### config.mk
export PLATFORM = sky130hd
export DESIGN_NAME = gcca_ctrl
export DESIGN_NICKNAME = d
export VERILOG_FILES = /design/src/rtl/gcca_pkg.sv /design/src/rtl/gcca_ctrl.sv
export VERILOG_INCLUDE_DIRS = /design/src /design/src/rtl
export SDC_FILE = /design/constraint.sdc
export NUM_CORES = 1
export LEC_CHECK = 0
export ABC_AREA = 0
export BUFFER_PORTS_ARGS = -buffer_cell sky130_fd_sc_hd__buf_4
export CORE_ASPECT_RATIO = 0.9
export CORE_MARGIN = 5
export CORE_UTILIZATION = 45
export DETAILED_ROUTE_END_ITERATION = 16
export GPL_ROUTABILITY_DRIVEN = 0
export PLACE_DENSITY_LB_ADDON = 0.05
export SYNTH_ARGS = -nofsm -noshare
export SYNTH_HDL_FRONTEND = slang
export SYNTH_SLANG_ARGS = --single-unit
### constraint.sdc
create_clock -name clk -period 2.1 [get_ports clk]
set_input_delay 0.105 -clock clk [delete_from_list [all_inputs] [get_ports clk]]
set_output_delay 0.105 -clock clk [all_outputs]
set_load 0.005 [all_outputs]
### src/rtl/great_circle_cost_argmin_assert.svh
// Assertion macros used by the great-circle cost search RTL.
// Included by gcca_ctrl, which checks its own control sequencing.
`ifndef GREAT_CIRCLE_COST_ARGMIN_ASSERT_SVH
`define GREAT_CIRCLE_COST_ARGMIN_ASSERT_SVH

// clocked check, masked while rst is high
`define GCCA_ASSERT(lbl, prop, msg) \
  lbl: assert property (@(posedge clk) disable iff (rst) prop) else $error(msg);

// clocked check that also holds across reset
`define GCCA_ASSERT_ALWAYS(lbl, prop, msg) \
  lbl: assert property (@(posedge clk) prop) else $error(msg);

`endif

### src/rtl/gcca_pkg.sv
// Package for the great-circle cost search: field widths, constants,
// controller command codes, CORDIC arctangent table and small helpers.
// No dependencies.
package gcca_pkg;

  localparam int LAT_W     = 24;
  localparam int LON_W     = 25;
  localparam int TOLL_W    = 16;
  localparam int RATE_W    = 16;
  localparam int IDX_W     = 5;
  localparam int DIST_W    = 23;
  localparam int COST_W    = 24;
  localparam int CFG_W     = 25;
  localparam int CFG_IDX_W = 2;

  localparam logic [CFG_IDX_W-1:0] REG_ORIGIN_LAT = 2'd0;
  localparam logic [CFG_IDX_W-1:0] REG_ORIGIN_LON = 2'd1;
  localparam logic [CFG_IDX_W-1:0] REG_RATE       = 2'd2;

  localparam logic signed [LAT_W-1:0]  ORIGIN_LAT_RST = 24'sd2696781;
  localparam logic signed [LON_W-1:0]  ORIGIN_LON_RST = -25'sd564331;
  localparam logic        [RATE_W-1:0] RATE_RST       = 16'd6554;

  // angle reduction, degrees Q.17
  localparam int ANG_W = 29;
  localparam logic signed [ANG_W-1:0] FULL_TURN    = 29'sd47185920;
  localparam logic signed [ANG_W-1:0] HALF_TURN    = 29'sd23592960;
  localparam logic signed [ANG_W-1:0] QUARTER_TURN = 29'sd11796480;

  // CORDIC datapath, Q30
  localparam int CW_W = 34;
  localparam logic signed [CW_W-1:0] CORDIC_GAIN = 34'sh026DD3B6A;
  localparam logic signed [CW_W-1:0] Q30_ONE     = 34'sd1073741824;
  localparam logic signed [CW_W-1:0] HALF_PI     = 34'sd1686629713;

  localparam logic signed [31:0] DEG_TO_RAD = 32'sd18740330;
  localparam logic signed [31:0] EARTH_DIAM = 32'sd12742;

  localparam logic [DIST_W-1:0] DIST_MAX = 23'd5124000;
  localparam logic [COST_W-1:0] COST_MAX = 24'hFFFFFF;

  localparam int SQRT_STEPS = 31;

  // datapath operations
  localparam logic [3:0] OP_IDLE      = 4'd0;
  localparam logic [3:0] OP_LOAD      = 4'd1;
  localparam logic [3:0] OP_ANGLE     = 4'd2;
  localparam logic [3:0] OP_ROT_INIT  = 4'd3;
  localparam logic [3:0] OP_ROT_STEP  = 4'd4;
  localparam logic [3:0] OP_TRIG_SAVE = 4'd5;
  localparam logic [3:0] OP_MUL       = 4'd6;
  localparam logic [3:0] OP_POST      = 4'd7;
  localparam logic [3:0] OP_SQRT_INIT = 4'd8;
  localparam logic [3:0] OP_SQRT_STEP = 4'd9;
  localparam logic [3:0] OP_VEC_INIT  = 4'd10;
  localparam logic [3:0] OP_VEC_STEP  = 4'd11;
  localparam logic [3:0] OP_THETA     = 4'd12;
  localparam logic [3:0] OP_FINISH    = 4'd13;

  // trig run selects
  localparam logic [2:0] TRIG_DLAT  = 3'd0;
  localparam logic [2:0] TRIG_DLON  = 3'd1;
  localparam logic [2:0] TRIG_CLAT1 = 3'd2;
  localparam logic [2:0] TRIG_CLAT2 = 3'd3;

  // multiply selects
  localparam logic [2:0] MUL_SDLAT2 = 3'd0;
  localparam logic [2:0] MUL_SDLON2 = 3'd1;
  localparam logic [2:0] MUL_CPROD  = 3'd2;
  localparam logic [2:0] MUL_HAV    = 3'd3;
  localparam logic [2:0] MUL_THETA  = 3'd4;
  localparam logic [2:0] MUL_COST   = 3'd5;

  typedef struct packed {
    logic [3:0] op;
    logic [2:0] sel;
    logic [4:0] k;
  } cmd_t;

  typedef struct packed {
    logic out_busy;
  } stat_t;

  typedef struct packed {
    logic [32:0] rem;
    logic [30:0] root;
  } sqrt_t;

  function automatic logic signed [CW_W-1:0] atan_q30(input logic [4:0] k);
    logic signed [CW_W-1:0] v;
    case (k)
      5'd0:  v = 34'sh03243F6A8;
      5'd1:  v = 34'sh01DAC6705;
      5'd2:  v = 34'sh00FADBAFC;
      5'd3:  v = 34'sh007F56EA6;
      5'd4:  v = 34'sh003FEAB76;
      5'd5:  v = 34'sh001FFD55B;
      5'd6:  v = 34'sh000FFFAAA;
      5'd7:  v = 34'sh0007FFF55;
      5'd8:  v = 34'sh0003FFFEA;
      5'd9:  v = 34'sh0001FFFFD;
      5'd10: v = 34'sh0000FFFFF;
      5'd11: v = 34'sh00007FFFF;
      5'd12: v = 34'sh00003FFFF;
      5'd13: v = 34'sh00001FFFF;
      5'd14: v = 34'sh00000FFFF;
      5'd15: v = 34'sh000007FFF;
      5'd16: v = 34'sh000003FFF;
      5'd17: v = 34'sh000001FFF;
      5'd18: v = 34'sh000000FFF;
      5'd19: v = 34'sh0000007FF;
      5'd20: v = 34'sh0000003FF;
      5'd21: v = 34'sh0000001FF;
      5'd22: v = 34'sh0000000FF;
      5'd23: v = 34'sh00000007F;
      5'd24: v = 34'sh00000003F;
      5'd25: v = 34'sh00000001F;
      5'd26: v = 34'sh00000000F;
      5'd27: v = 34'sh000000008;
      5'd28: v = 34'sh000000004;
      5'd29: v = 34'sh000000002;
      5'd30: v = 34'sh000000001;
      default: v = 34'sh000000000;
    endcase
    return v;
  endfunction

  // clamp to [-1, 1] in Q30
  function automatic logic signed [31:0] clamp_unit(input logic signed [CW_W-1:0] v);
    logic signed [CW_W-1:0] c;
    if (v > Q30_ONE) c = Q30_ONE;
    else if (v < -Q30_ONE) c = -Q30_ONE;
    else c = v;
    return c[31:0];
  endfunction

  // one restoring square-root step: two radicand bits in, one root bit out
  function automatic sqrt_t sqrt_step(input sqrt_t s, input logic [1:0] bits);
    logic [34:0] rem_n;
    logic [34:0] trial;
    sqrt_t r;
    rem_n = {s.rem, bits};
    trial = {2'b00, s.root, 2'b01};
    if (rem_n >= trial) begin
      r.rem  = 33'(rem_n - trial);
      r.root = {s.root[29:0], 1'b1};
    end else begin
      r.rem  = rem_n[32:0];
      r.root = {s.root[29:0], 1'b0};
    end
    return r;
  endfunction

endpackage

### src/rtl/gcca_ctrl.sv
// Sequencer for the great-circle cost search: steps the datapath through
// four trig runs, the haversine products, square roots, arctangent and cost.
// Depends on gcca_pkg and great_circle_cost_argmin_assert.svh.
`include "great_circle_cost_argmin_assert.svh"

module gcca_ctrl #(
  parameter int CORDIC_STEPS = 24
) (
  input  logic            clk,
  input  logic            rst,
  input  logic            in_valid,
  output logic            in_ready,
  input  gcca_pkg::stat_t stat,
  output gcca_pkg::cmd_t  cmd
);
  import gcca_pkg::*;

  localparam logic [4:0] LAST_ROT  = 5'(CORDIC_STEPS - 1);
  localparam logic [4:0] LAST_SQRT = 5'(SQRT_STEPS - 1);

  localparam logic [3:0] S_IDLE   = 4'd0;
  localparam logic [3:0] S_ANG    = 4'd1;
  localparam logic [3:0] S_AWAIT  = 4'd2;
  localparam logic [3:0] S_RINIT  = 4'd3;
  localparam logic [3:0] S_ROT    = 4'd4;
  localparam logic [3:0] S_TSAVE  = 4'd5;
  localparam logic [3:0] S_MUL    = 4'd6;
  localparam logic [3:0] S_MWAIT  = 4'd7;
  localparam logic [3:0] S_POST   = 4'd8;
  localparam logic [3:0] S_SQINIT = 4'd9;
  localparam logic [3:0] S_SQRT   = 4'd10;
  localparam logic [3:0] S_VINIT  = 4'd11;
  localparam logic [3:0] S_VEC    = 4'd12;
  localparam logic [3:0] S_THETA  = 4'd13;
  localparam logic [3:0] S_DONE   = 4'd14;

  logic [3:0] state, state_next;
  logic [4:0] k, k_next;
  logic [2:0] sel, sel_next;

  always_ff @(posedge clk) begin
    if (rst) begin
      state <= S_IDLE;
      k     <= '0;
      sel   <= '0;
    end else begin
      state <= state_next;
      k     <= k_next;
      sel   <= sel_next;
    end
  end

  always_comb begin
    state_next = state;
    k_next     = k;
    sel_next   = sel;
    cmd.op     = OP_IDLE;
    cmd.sel    = sel;
    cmd.k      = k;
    in_ready   = (state == S_IDLE);
    unique case (state)
      S_IDLE: begin
        if (in_valid) begin
          cmd.op     = OP_LOAD;
          sel_next   = TRIG_DLAT;
          state_next = S_ANG;
        end
      end
      S_ANG: begin
        cmd.op     = OP_ANGLE;
        state_next = S_AWAIT;
      end
      S_AWAIT: state_next = S_RINIT;
      S_RINIT: begin
        cmd.op     = OP_ROT_INIT;
        k_next     = '0;
        state_next = S_ROT;
      end
      S_ROT: begin
        cmd.op = OP_ROT_STEP;
        if (k == LAST_ROT) state_next = S_TSAVE;
        else k_next = k + 5'd1;
      end
      S_TSAVE: begin
        cmd.op = OP_TRIG_SAVE;
        if (sel == TRIG_CLAT2) begin
          sel_next   = MUL_SDLAT2;
          state_next = S_MUL;
        end else begin
          sel_next   = sel + 3'd1;
          state_next = S_ANG;
        end
      end
      S_MUL: begin
        cmd.op     = OP_MUL;
        state_next = S_MWAIT;
      end
      S_MWAIT: state_next = S_POST;
      S_POST: begin
        cmd.op = OP_POST;
        if (sel == MUL_HAV) begin
          state_next = S_SQINIT;
        end else if (sel == MUL_COST) begin
          state_next = S_DONE;
        end else begin
          sel_next   = sel + 3'd1;
          state_next = S_MUL;
        end
      end
      S_SQINIT: begin
        cmd.op     = OP_SQRT_INIT;
        k_next     = '0;
        state_next = S_SQRT;
      end
      S_SQRT: begin
        cmd.op = OP_SQRT_STEP;
        if (k == LAST_SQRT) state_next = S_VINIT;
        else k_next = k + 5'd1;
      end
      S_VINIT: begin
        cmd.op     = OP_VEC_INIT;
        k_next     = '0;
        state_next = S_VEC;
      end
      S_VEC: begin
        cmd.op = OP_VEC_STEP;
        if (k == LAST_ROT) state_next = S_THETA;
        else k_next = k + 5'd1;
      end
      S_THETA: begin
        cmd.op     = OP_THETA;
        sel_next   = MUL_THETA;
        state_next = S_MUL;
      end
      S_DONE: begin
        if (!stat.out_busy) begin
          cmd.op     = OP_FINISH;
          state_next = S_IDLE;
        end
      end
      default: state_next = S_IDLE;
    endcase
  end

  `GCCA_ASSERT(a_accept_starts, (in_valid && in_ready) |=> (state == S_ANG), "accepted item did not start the trig sequence")
  `GCCA_ASSERT(a_finish_slot_free, (cmd.op == OP_FINISH) |-> !stat.out_busy, "result written over an untaken result")
  `GCCA_ASSERT(a_step_bound, (state == S_ROT || state == S_VEC) |-> (k <= LAST_ROT), "CORDIC step count overran")
  `GCCA_ASSERT_ALWAYS(a_reset_idle, $past(rst) |-> (state == S_IDLE), "sequencer not idle after reset")

endmodule
* Yosys cells after proc, flatten, opt, wreduce, memory -nomap -nowiden
Cells that the tools add are included.
** Cells by class
- Add/subtract/negate cells :: 2
- Mux-type cells :: 20
- Reduce and logical (&&, ||, !) cells :: 8
- Eq/ne operators :: 27
** Operator list (number)
- 4-bit case mux with 15 select lines :: 1
- 4-bit case mux with 13 select lines :: 1
- 4-bit 2-to-1 mux :: 8
- 4-bit equality test, second input constant :: 7
- 2-bit inequality test, second input constant :: 9
- 4-bit by 3-bit equality test with 1-bit output, second input constant :: 4
- 3-bit 2-to-1 mux :: 5
- 5-bit case mux with 3 select lines :: 1
- 3-bit case mux with 4 select lines :: 1
- 5-bit equality test, second input constant :: 2
- 5-bit 2-to-1 mux :: 2
- 4-bit by 2-bit equality test with 1-bit output, second input constant :: 2
- 5-bit by 1-bit adder with 5-bit output, second input constant :: 1
- 5-bit AND reduction :: 1
- 4-bit by 1-bit equality test with 1-bit output, second input constant :: 1
- 4-bit logical NOT :: 1
- 4-bit AND reduction :: 1
- 4-bit nonzero test :: 1
- 3-bit by 1-bit adder with 3-bit output, second input constant :: 1
- 3-bit by 2-bit equality test with 1-bit output, second input constant :: 1
- 3-bit equality test, second input constant :: 1
- 3-bit AND reduction :: 1
- 3-bit nonzero test :: 1
- 3-bit OR reduction :: 1
- 2 further kinds :: 2
** Storage, ports and cells
- Logic and storage cells :: 60
- Bits in registers :: 12
- Input port bits :: 4
- Output and inout port bits :: 13

* Logic depth before layout (Yosys ltp)
- Depth after elaboration :: 4
- Depth in mapped cells :: 8
- Gate-level depth less buffers :: 8

* Least setup slack after synthesis
No wires, ideal clock.
- Path kind :: register to register
- From :: register sel[0]
- To :: register sel[0]
- Setup slack :: 293 ps
- Library setup time :: 123 ps
- Cell stages (with the launch flop) :: 8
- Required time :: 1977 ps
- Arrival time :: 1684 ps
- Buffers on the path :: 0
- Period minus slack after synthesis :: 1807 ps
- Path through :: dfxtp_1 ha_1 ha_1 nor2b_1 a22oi_1 nand2b_1 a21oi_1 mux2_1
** On the way
- Cells in the longest elaborated chain, start to end :: 4
- Elaborated cells on any way between the ends :: 10
- Those cells by class :: add/sub (1); eq/ne (4); mux (4); reduce/logical (1)
** RTL lines
- from (decl) :: RTL line gcca_ctrl.sv:39 : logic [2:0] sel, sel_next;
- from (signal assigned) :: RTL line gcca_ctrl.sv:49 : sel <= sel_next;
- 3-bit by 1-bit adder with 3-bit output :: RTL line gcca_ctrl.sv:90, gcca_ctrl.sv:106
- 3-bit 2-to-1 mux :: RTL line gcca_ctrl.sv:103 : end else if (sel == MUL_COST) begin
- 3-bit 2-to-1 mux :: RTL line gcca_ctrl.sv:101 : if (sel == MUL_HAV) begin
- 3-bit case mux with 4 select lines :: RTL line gcca_ctrl.sv:61 : unique case (state)
Several ways; a longest one is shown, not always the timed one. The select of a mux whose other input is x is not followed.
A chain may end at the register's enable or synchronous reset.

* Worst setup path after layout
Same ends and word-level chain as after synthesis.

==> out/metrics.yaml <==
worst_setup_path:
  r2r_setup_slack_ns: 0.20
  critPathCaptureType: "flip-flop"
  worstSetupPathType: "reg2reg"
  rr_worst_depth: 7
  ff_to_ff_start: "sel[0]$_SDFFE_PP0P_"
  critPathLaunchType: "flip-flop"
  worst-endpoint-arrival_ns: 2.06
  cp_data_required_time_ns: 2.26
  worst-path-max-fanout: 5
  setup.worst_path.start: "sel[0]$_SDFFE_PP0P_"
  reg_to_reg_critical_path_endpoint: "sel[0]$_SDFFE_PP0P_"
  crit_path_end: "sel[0]$_SDFFE_PP0P_"
finish:
  insertedDiodeCount: 0
  syn2layout_area_growth_pct: 18.93
  stdcell_count: 172
  fillers: 218
  final_area_um2: 1171
  final_layout_size_suffix_gt1_share_pct: 23.45
  num-nets-final: 157
detailed_routing:
  via_per_inst: 5.709
  ant_nets: 0
  number_of_drc_markers_in_iteration_0: 20
  detail_route.drc_violations: 0
  detail_route.wirelength_um: 2358
  dr_total_vias: 982
  drt_pass1_iterations: 4
  routedWlPerCell_um: 13.71
clocking:
  clock-sinks: 12
  clk_pin_slew_ns: 0.07
  clock_tree.htree_level_count: 1
  inserted_clock_buffers: 3
  cts_max_path_buffers: 2
  tritoncts: "yes"
  clock_root_buffer_master: "sky130_fd_sc_hd__clkbuf_4"
  worst_skew_pair.late_latency_ns: 0.28
timing:
  final-setup-viol-count: 0
  final_period_minus_worst_setup_slack_ns: 1.903
  rsz0062_at_grt: "false"
  final_clock_skew_ns: 0.009083
  post-route-period-util_pct: 90.61
  timing.max_slew.rel_slack_pct: 69.14
  fmax_mhz: 525.5
  timing.setup.tns_ns: 0
  worst-slew-pin-transition_ns: 0.4623
  timing.final.max_slew_violations: 0
  hold_violations: 0
floorplan:
  die_x_um: 59.31
  ioPinCount: 17
  std_cell_rows: 16
  design.die.area_um2: 3225
  core_area_um2: 2142
  chipHeight_um: 54.38
  starting_density_of_the_core_pct: 45.97
logic_synthesis:
  ys_types: 45
  synth_fp_nets: 139
  synth_area_um2: 984.7
  synth.ff_latch_count: 12
  synth.yosys.seq_area_share_pct: 24.40
  synth.avg_cell_area_um2: 7.693
  post-synth-top-area-fraction_pct: 24.40
  yosys.area.top_type: "sky130_fd_sc_hd__dfxtp_1"
  ys_warn_count: 0
  synthCells: 128
  synth_area_leaders: "sky130_fd_sc_hd__dfxtp_1 (24%), sky130_fd_sc_hd__ha_1 (8.9%), sky130_fd_sc_hd__nor2_1 (6.5%), sky130_fd_sc_hd__a21oi_1 (5.1%), sky130_fd_sc_hd__nor2b_1 (3.2%)"
status:
  result_of_the_run: "complete, no violations"
place:
  dpl_hpwl_um: 1796
  port-buffer-count: 16
  placed_cell_area_um2: 1130
  placed_cells: 168
pwr:
  net_sw_share_pct: 32.26
  internal_power_of_the_cells_uw: 425.8
  power_density_over_the_cells_nw_per_um2: 536.7
  power_frac_seq_pct: 42.0
  switchingPower_uw: 202.8
  power.combinational.fraction_pct: 28.1
  cellLeakagePower_uw: 0.0004516
  maximum_vdd_ir_drop_mv: 0.4932
  power_uw: 628.6
  p_clk_share_pct: 29.9
hold_path:
  hold_path.class: "in2reg"
global_route:
  pin_count_of_the_biggest_net_entering_global_routing: 19
  grt_overflow: 0
  first_pass_grt_wire_length_um: 4084
  grt_use_total_pct: 16.35
  grt_antenna_before_repair: 0
  first_global_vias: 903
flow_run:
  maxCapViolCount: 0
## critical path, cell delays in order (launching register included)
cell	delay [ns]
sky130_fd_sc_hd__dfxtp_1	0.35
sky130_fd_sc_hd__ha_1	0.25
sky130_fd_sc_hd__ha_1	0.24
sky130_fd_sc_hd__nor2b_1	0.13
sky130_fd_sc_hd__a22oi_1	0.10
sky130_fd_sc_hd__nand2b_1	0.18
sky130_fd_sc_hd__a21oi_2	0.21
sky130_fd_sc_hd__mux2_1	0.34
## cells by family (layout without fill, tap and decap cells)
logic type	count (synthesis)	after routing	synth area share, %
and+or+nand+nor	46	46	24.52
AOI/OAI and AO/OA	39	39	26.69
buffers and inverters	16	33	7.750
DFF	12	12	24.40
adders and majority gates	7	7	8.894
xor gates and xnor gates	5	5	4.448
muxes	3	3	3.304
## flip-flops by register name, indices dropped and copies added (netlist names)
register	cells
state	4
k	5
sel	3
## placed cells by master, fill, tap and decap left out, types with 2 or more instances in the layout
| cell type | synthesis | layout |
|---|---|---|
| sky130_fd_sc_hd__inv_1 | 7 | 7 |
| sky130_fd_sc_hd__nand2b_1 | 2 | 2 |
| sky130_fd_sc_hd__a21oi_1 | 10 | 9 |
| sky130_fd_sc_hd__a211oi_1 | 2 | 2 |
| sky130_fd_sc_hd__buf_4 | 0 | 21 |
| sky130_fd_sc_hd__nor3_1 | 3 | 3 |
| sky130_fd_sc_hd__nand2_1 | 6 | 6 |
| sky130_fd_sc_hd__dfxtp_1 | 12 | 11 |
| sky130_fd_sc_hd__xnor2_1 | 3 | 3 |
| sky130_fd_sc_hd__o21ai_0 | 5 | 5 |
| sky130_fd_sc_hd__a21oi_2 | 1 | 2 |
| sky130_fd_sc_hd__nor2b_1 | 5 | 5 |
| sky130_fd_sc_hd__nand4b_1 | 2 | 2 |
| sky130_fd_sc_hd__nor2_1 | 17 | 17 |
| sky130_fd_sc_hd__a22oi_1 | 2 | 2 |
| sky130_fd_sc_hd__a31o_1 | 2 | 2 |
| sky130_fd_sc_hd__xor2_1 | 2 | 2 |
| sky130_fd_sc_hd__mux2_1 | 2 | 2 |
| sky130_fd_sc_hd__ha_1 | 7 | 7 |
| sky130_fd_sc_hd__o21ai_1 | 5 | 5 |
| sky130_fd_sc_hd__nand4_1 | 2 | 2 |
| sky130_fd_sc_hd__nor4_1 | 2 | 2 |
| sky130_fd_sc_hd__or3_1 | 2 | 2 |
| sky130_fd_sc_hd__clkbuf_4 | 0 | 3 |
## worst min-delay path by stage
stage | startpoint | to | slack [ns] | cells past startpoint
finish | rst | state[2]$_SDFFE_PP0P_ | 0.07 | 2
global route | rst | state[2]$_SDFFE_PP0P_ | 0.07 | 2
CTS | rst | state[2]$_SDFFE_PP0P_ | 0.07 | 2
detailed placement | rst | state[2]$_SDFFE_PP0P_ | 0.38 | 2
global placement | rst | state[2]$_SDFFE_PP0P_ | 0.37 | 2
floorplan | stat | cmd[11] | 0.38 | 3
## per-layer routing
layer | vias to the layer above | part of all wire [%] | global-route usage (%)
li1 | 492 | - | -
met1 | 454 | 48 | 22.45
met2 | 32 | 44 | 26.00
met3 | 4 | 6.4 | 3.774
met4 | 0 | 0.98 | 3.396
met5 | - | 0 | 0
## timing repair
| item | 4_1_cts | 5_1_grt |
|---|---|---|
| setup endpoints to repair | 0 | 3 |
| resized for setup | 0 | 2 |
| buffers inserted | 0 | 0 |
| hold buffers | 0 | 0 |
## area by class of cell
type | count | area [um^2] | share of cell area (%)
Inverter | 8 | 30.03 | 2.564
Sequential cell | 12 | 241.5 | 20.62
Multi-Input combinational cell | 100 | 671.9 | 57.37
Tap cell | 27 | 33.78 | 2.885
Clock buffer | 4 | 36.28 | 3.098
Timing Repair Buffer | 21 | 157.7 | 13.46
## per-stage QoR
stage	utilization (%)	worst slack [ns]	hold WS (ns)
finish	54.67	0.1972	0.07443
global route	54.67	0.001559	0.07011
CTS	54.44	0.09677	0.07361
detailed placement	52.75	0.1140	0.3760
global placement	52.75	0.2163	0.3694
floorplan	-	0.2930	0.3765
## cells in the mapped netlist
master                     instances
sky130_fd_sc_hd__nor4_1            2
sky130_fd_sc_hd__or3_1             2
sky130_fd_sc_hd__buf_1             1
sky130_fd_sc_hd__ha_1              7
sky130_fd_sc_hd__buf_2             1
sky130_fd_sc_hd__a21oi_1          10
sky130_fd_sc_hd__a31oi_1           1
sky130_fd_sc_hd__o21ai_0           5
sky130_fd_sc_hd__o22a_1            1
sky130_fd_sc_hd__nor2b_1           5
sky130_fd_sc_hd__nor2_2            1
sky130_fd_sc_hd__o21bai_1          1
sky130_fd_sc_hd__a221o_1           1
sky130_fd_sc_hd__nor3_1            3
sky130_fd_sc_hd__inv_1             7
sky130_fd_sc_hd__nand4b_1          2
sky130_fd_sc_hd__a21boi_0          1
sky130_fd_sc_hd__a32oi_2           1
sky130_fd_sc_hd__and2_1            1
sky130_fd_sc_hd__inv_2             1
sky130_fd_sc_hd__a21oi_2           1
sky130_fd_sc_hd__o221ai_1          1
sky130_fd_sc_hd__buf_6             2
sky130_fd_sc_hd__a22oi_1           2
sky130_fd_sc_hd__nand2b_1          2
sky130_fd_sc_hd__o21ai_1           5
sky130_fd_sc_hd__a211oi_1          2
sky130_fd_sc_hd__o21ai_2           1
sky130_fd_sc_hd__nor3b_2           1
sky130_fd_sc_hd__or3b_4            1
sky130_fd_sc_hd__nand4_1           2
sky130_fd_sc_hd__mux2_1            2
sky130_fd_sc_hd__xor2_1            2
sky130_fd_sc_hd__nand3_1           1
sky130_fd_sc_hd__nand2_1           6
sky130_fd_sc_hd__a311oi_1          1
sky130_fd_sc_hd__nor2_1           17
sky130_fd_sc_hd__xnor2_1           3
sky130_fd_sc_hd__a31o_1            2
sky130_fd_sc_hd__o21a_1            1
sky130_fd_sc_hd__mux2i_1           1
sky130_fd_sc_hd__o31ai_1           1
sky130_fd_sc_hd__dfxtp_1          12
sky130_fd_sc_hd__clkbuf_1          4
sky130_fd_sc_hd__o32ai_1           1
## power by group through the flow
stage / combinational (uW) / sequential [uW] / clock [uW]
after floorplan: 133 / 249 / 0
after global placement: 171 / 268 / 0
after detailed placement: 174 / 268 / 0
after CTS: 176 / 263 / 192
after global routing: 196 / 267 / 203
final: 177 / 264 / 188
Power figures use the tool's default switching activity.
